### src/rtl/tgr_pkg.sv
// Shared types and constants of the text grid renderer.
// No dependencies.
package tgr_pkg;

   localparam int DEF_GRID_COLS    = 20;
   localparam int DEF_GRID_ROWS    = 10;
   localparam int DEF_GLYPH_WIDTH  = 8;
   localparam int DEF_GLYPH_HEIGHT = 16;
   localparam int DEF_FIRST_CODE   = 32;
   localparam int DEF_GLYPH_COUNT  = 128;

   // widest cell index and font address over the parameter ranges
   localparam int CELL_IDX_W  = 12;
   localparam int FONT_ADDR_W = 12;
   localparam int CSR_IDX_W   = 3;
   localparam int CSR_DATA_W  = 16;

   localparam logic [CSR_IDX_W-1:0] CSR_ORIENTATION     = 3'd0;
   localparam logic [CSR_IDX_W-1:0] CSR_NORMAL_COLOR    = 3'd1;
   localparam logic [CSR_IDX_W-1:0] CSR_HIGHLIGHT_COLOR = 3'd2;
   localparam logic [CSR_IDX_W-1:0] CSR_BACK_COLOR      = 3'd3;
   localparam logic [CSR_IDX_W-1:0] CSR_REFRESH_ENABLE  = 3'd4;

   localparam logic [1:0] ORIENT_0   = 2'd0;
   localparam logic [1:0] ORIENT_90  = 2'd1;
   localparam logic [1:0] ORIENT_180 = 2'd2;

   localparam logic [7:0] CMD_CASET = 8'h2A;
   localparam logic [7:0] CMD_RASET = 8'h2B;
   localparam logic [7:0] CMD_RAMWR = 8'h2C;
   localparam logic [7:0] SPACE_CODE = 8'h20;

   typedef enum logic [1:0] {
      OP_WRITE = 2'd0,
      OP_FONT  = 2'd1,
      OP_START = 2'd2,
      OP_TICK  = 2'd3
   } op_type;

   typedef struct packed {
      op_type                 op;
      logic [CELL_IDX_W-1:0]  cell_idx;
      logic [7:0]             code;
      logic [15:0]            fore;
      logic [15:0]            back;
      logic [FONT_ADDR_W-1:0] font_addr;
      logic [7:0]             font_bits;
   } cmd_type;

   typedef struct packed {
      logic [1:0]  orientation;
      logic [15:0] normal_color;
      logic [15:0] highlight_color;
      logic [15:0] back_color;
      logic        refresh_enable;
   } csr_type;

   typedef struct packed {
      logic [7:0]  code;
      logic [15:0] fore;
      logic [15:0] back;
   } cell_rec_type;

endpackage

### src/rtl/tgr_front.sv
// Front end: accepts request transfers, range-checks and classifies them,
// and holds them in a two-entry queue for the back end. Uses tgr_pkg.
module tgr_front #(
   parameter int GRID_COLS    = tgr_pkg::DEF_GRID_COLS,
   parameter int GRID_ROWS    = tgr_pkg::DEF_GRID_ROWS,
   parameter int GLYPH_HEIGHT = tgr_pkg::DEF_GLYPH_HEIGHT,
   parameter int FIRST_CODE   = tgr_pkg::DEF_FIRST_CODE,
   parameter int GLYPH_COUNT  = tgr_pkg::DEF_GLYPH_COUNT
) (
   input  logic             clock,
   input  logic             reset,
   input  logic             req_valid,
   output logic             req_stall,
   input  logic [1:0]       req_mode,
   input  logic [4:0]       req_cell_col,
   input  logic [3:0]       req_cell_row,
   input  logic [7:0]       req_char_code,
   input  logic             req_special,
   input  logic [3:0]       req_glyph_row,
   input  logic [7:0]       req_font_bits,
   input  tgr_pkg::csr_type csr,
   output logic             cmd_valid,
   output tgr_pkg::cmd_type cmd,
   input  logic             cmd_pop
);
   import tgr_pkg::*;

   cmd_type    q_ff [2];
   logic       wp_ff, rp_ff;
   logic [1:0] cnt_ff;
   cmd_type    cls;
   logic       keep, push;

   always_comb begin
      cls           = '0;
      cls.op        = op_type'(req_mode);
      cls.code      = req_char_code;
      cls.font_bits = req_font_bits;
      cls.fore      = req_special ? csr.highlight_color : csr.normal_color;
      cls.back      = csr.back_color;
      cls.cell_idx  = CELL_IDX_W'(int'(req_cell_row) * GRID_COLS + int'(req_cell_col));
      cls.font_addr = FONT_ADDR_W'((int'(req_char_code) - FIRST_CODE) * GLYPH_HEIGHT
                                   + int'(req_glyph_row));
      case (op_type'(req_mode))
         OP_WRITE: begin
            keep = int'(req_cell_col) < GRID_COLS && int'(req_cell_row) < GRID_ROWS;
         end
         OP_FONT: begin
            keep = int'(req_char_code) >= FIRST_CODE
                   && int'(req_char_code) - FIRST_CODE < GLYPH_COUNT
                   && int'(req_glyph_row) < GLYPH_HEIGHT;
         end
         default: begin
            keep = 1'b1;
         end
      endcase
   end

   assign req_stall = cnt_ff == 2'd2;
   assign push      = req_valid && !req_stall && keep;
   assign cmd_valid = cnt_ff != 2'd0;
   assign cmd       = q_ff[rp_ff];

   always_ff @(posedge clock) begin
      if (reset) begin
         wp_ff  <= 1'b0;
         rp_ff  <= 1'b0;
         cnt_ff <= 2'd0;
      end else begin
         if (push) begin
            wp_ff <= !wp_ff;
         end
         if (cmd_pop) begin
            rp_ff <= !rp_ff;
         end
         cnt_ff <= cnt_ff + 2'(push) - 2'(cmd_pop);
      end
   end

   always_ff @(posedge clock) begin
      if (push) begin
         q_ff[wp_ff] <= cls;
      end
   end

endmodule

### config.mk
export PLATFORM = sky130hd
export DESIGN_NAME = tgr_front
export DESIGN_NICKNAME = d
export VERILOG_FILES = /design/src/rtl/tgr_pkg.sv /design/src/rtl/tgr_front.sv
export SDC_FILE = /design/constraint.sdc
export NUM_CORES = 1
export LEC_CHECK = 0
export ABC_AREA = 1
export BUFFER_PORTS_ARGS = -buffer_cell sky130_fd_sc_hd__buf_4
export CORE_MARGIN = 2
export CORE_UTILIZATION = 40
export CTS_CLUSTER_DIAMETER = 120
export CTS_CLUSTER_SIZE = 40
export DETAILED_ROUTE_END_ITERATION = 10
export PLACE_DENSITY = 0.65
export SLEW_MARGIN = 20
export SYNTH_ARGS = -nofsm -noshare
export SYNTH_HDL_FRONTEND = slang
export SYNTH_SLANG_ARGS = --single-unit
### constraint.sdc
create_clock -name clock -period 10.6 [get_ports clock]
set_clock_uncertainty 0.15 [all_clocks]
set_input_delay 1.59 -clock clock [delete_from_list [all_inputs] [get_ports clock]]
set_output_delay 1.59 -clock clock [all_outputs]
set_load 0.05 [all_outputs]
==> impl_results.md <==
- Outcome: completed
- Die Y: 125 um
- Htree depth: 4
- Peak VDD IR: 0.0000910 V
- Full die area: between 0.015 and 0.02 sq mm
- DRT antenna net count: 0
- YS warnings: 0
- Crit path largest cell delay: about 650 ps
- Largest net degree at the start of global routing: 68
- Starting Density: 0.406
- Initial DRT Pass Iterations: 4
- Vias in the first global route: 3408
- Wire per inst: between 15 and 20 um
- Leakage power: 3.09 nW
- Core ar.: 0.0144 sq mm
- Area Growth Syn to Fin: 31.9%
- DIE WIDTH: roughly 120 um
- CTS clock-pin slew for the worst setup and hold paths: 50 ps
- WS Path Type: in -> reg
- Tightest Pin Transition: 820 ps
- GP Congestion: 0.730
- First-pass GRT wire length: 17000 um
- Clk_lat worst skew: just over 400 ps
- Crit-path cells: buf_4 -> inv_1 -> ha_1 -> ha_1 -> inv_1 -> a21oi_1 -> nand2_1 -> nand2_1 -> nand2_1 -> nor2_4 -> buf_4
- Setup crit end kind: register
- Crit path max fanout: 41
- Final wirelength: roughly 11000 um
- Final Setup Violations: 0
- Fmax: 241 MHz
- CP arrival: between 4000 and 5000 ps
- # fillers: 1204
- Total Power: 0.00154 W
- IO Count: 163
- Slew margin rel.: 0.452
- Clk buf depth: 2
- Crit-path slowest cell: nor2_4
- Fin crit share: 0.391
- Worst EP required: 10490 ps
- # hold bufs at CTS: 0
- Final Hold Viols: 0
- GRT overflow: 0
- Dpl hpwl: roughly 7200 um
- CTS tree: yes
- CTS root buffer: clkbuf_16
- Yosys reg bits: 139
- Site Rows: 44
- Pins Over Slew Limit: 0
- Port buffer count: 157
- Post-cts resize count: 0
- Seq/Total Area, Yosys: 0.707
- Post-synthesis cell area: 0.00583 sq mm
- Synth Instances: around 330
- Initial antenna violation count: 0
- Vias per cell: 4.60
- Cell mode on critical path: nand2_1
- Initial DRC Count: around 210
- Avg Cell Area, Syn: 17.7 sq um
- Hold Crit Class: reg -> reg
- Nets: 594
- TritonCTS Buffers: 17
- Unrepaired setup endpoints after global routing: no
- Tot GR Track Use: 0.144
- DRC: 0
- Final min period: 4140 ps
- Synth cell types: 23
- Post-CTS Setup Inserts: 0
- Ant diodes: 0
- Power density over the cells: 200 mW/mm^2
- Clock tree sinks: between 100 and 150
- Via count: 3169
- Setup TNS: 0 ps
- Max cap viols: 0
- Share of post-route cells with drive strength above 1: 0.539
- Crit start category: input pin
## stage by stage
step	util	cells	cell area, sq um	hold slack (ps)	setup WS, ps
2_1_floorplan	-	330	5840	304	4680
6_report	0.536	689	7700	336	6460
4_1_cts	0.534	688	7670	340	6410
5_1_grt	0.536	689	7700	394	6220
3_3_place_gp	0.498	657	7150	316	6020
3_5_place_dp	0.498	657	7150	334	5960
## path summary, 6_finish.rpt
path | depth (start not counted) | slack [ps] | to | from
max | 11 | 6460 | q_ff[0][1] | req_char_code[5]
min | 2 | 340 | cnt_ff[1] | cnt_ff[1]
max reg2reg | 6 | 8040 | q_ff[0][1] | cnt_ff[1]
min reg2reg | 2 | 340 | cnt_ff[1] | cnt_ff[1]
## cell families (layout without fill, tap and decap cells)
logic type      Yosys count  after routing  synth area share
compound gates            9              9           0.00772
xor+xnor                  8              8            0.0120
fa+ha+maj                14             14            0.0326
buf+inv                  43            218            0.0382
flops                   139            139             0.707
mux                      83             83             0.179
other cells               1              2          0.000643
simple gates             32             32            0.0225
## sequential cells by signal, indices dropped and copies added (netlist names), named ones only
name / count
cnt_ff: 2
rp_ff: 1
wp_ff: 1
q_ff: 134
## cell type report
| cell class | instances | area, sq um | area share |
|---|---|---|---|
| clock buffer | 20 | 437 | 0.0567 |
| clock inverter | 11 | 80.1 | 0.0104 |
| inverter | 27 | 101 | 0.0132 |
| multi-input combinational | 148 | 1500 | 0.195 |
| sequential | 139 | 4130 | 0.536 |
| tap | 184 | 230 | 0.0299 |
| timing repair buffer | 160 | 1220 | 0.159 |
## synth_stat cells, drive strengths merged
| cell type | number | area [sq um] |
|---|---|---|
| edfxtp | 134 | 4020 |
| mux2 | 83 | 1050 |
| inv | 27 | 101 |
| buf | 16 | 121 |
| nor2 | 13 | 48.8 |
| ha | 12 | 150 |
| nand2 | 12 | 45.0 |
| dfxtp | 5 | 100 |
| o21ai | 5 | 25.0 |
| a21oi | 4 | 20.0 |
| nand3 | 4 | 20.0 |
| xnor2 | 4 | 35.0 |
| xor2 | 4 | 35.0 |
| fa | 2 | 40.0 |
| and3 | 1 | 6.26 |
| conb | 1 | 3.75 |
| nor3 | 1 | 5.00 |
| or2 | 1 | 6.26 |
## cells in the final DEF, fill, tap and decap left out, types with 2 or more instances in the layout
cell type,count
clkinv_1,4
nand2_1,12
conb_1,2
mux2_4,30
nand3_1,4
clkinvlp_4,2
buf_4,159
clkbuf_1,3
edfxtp_1,134
inv_2,2
fa_1,2
clkinv_2,4
o21ai_0,4
nor2_1,12
dfxtp_1,4
clkbuf_16,17
xnor2_1,4
mux2_2,53
xor2_1,4
ha_1,12
a21oi_1,4
inv_1,25
## per-layer routing
layer  vias up  wire length (um)  global-route usage
met5         -                 0                   0
met4         0               213              0.0734
met3        15               733              0.0580
met2       101              5390               0.243
met1      1523              4310               0.156
li1       1530                 -                   -
## critical path: cells and delay by family
| kind | cells | cell delay [ps] |
|---|---|---|
| AO/OA/AOI/OAI | 1 | 140 |
| adder cells (fa/ha/maj) | 2 | 470 |
| buffers and inverters | 4 | 840 |
| AND/OR/NAND/NOR | 4 | 960 |
## report_power, final
part	internal, W	switching, W
combinational	0.000127	0.000222
clock	0.000315	0.000200
sequential	0.000658	0.0000156
Note: power is estimated with default switching activity, not from simulation.
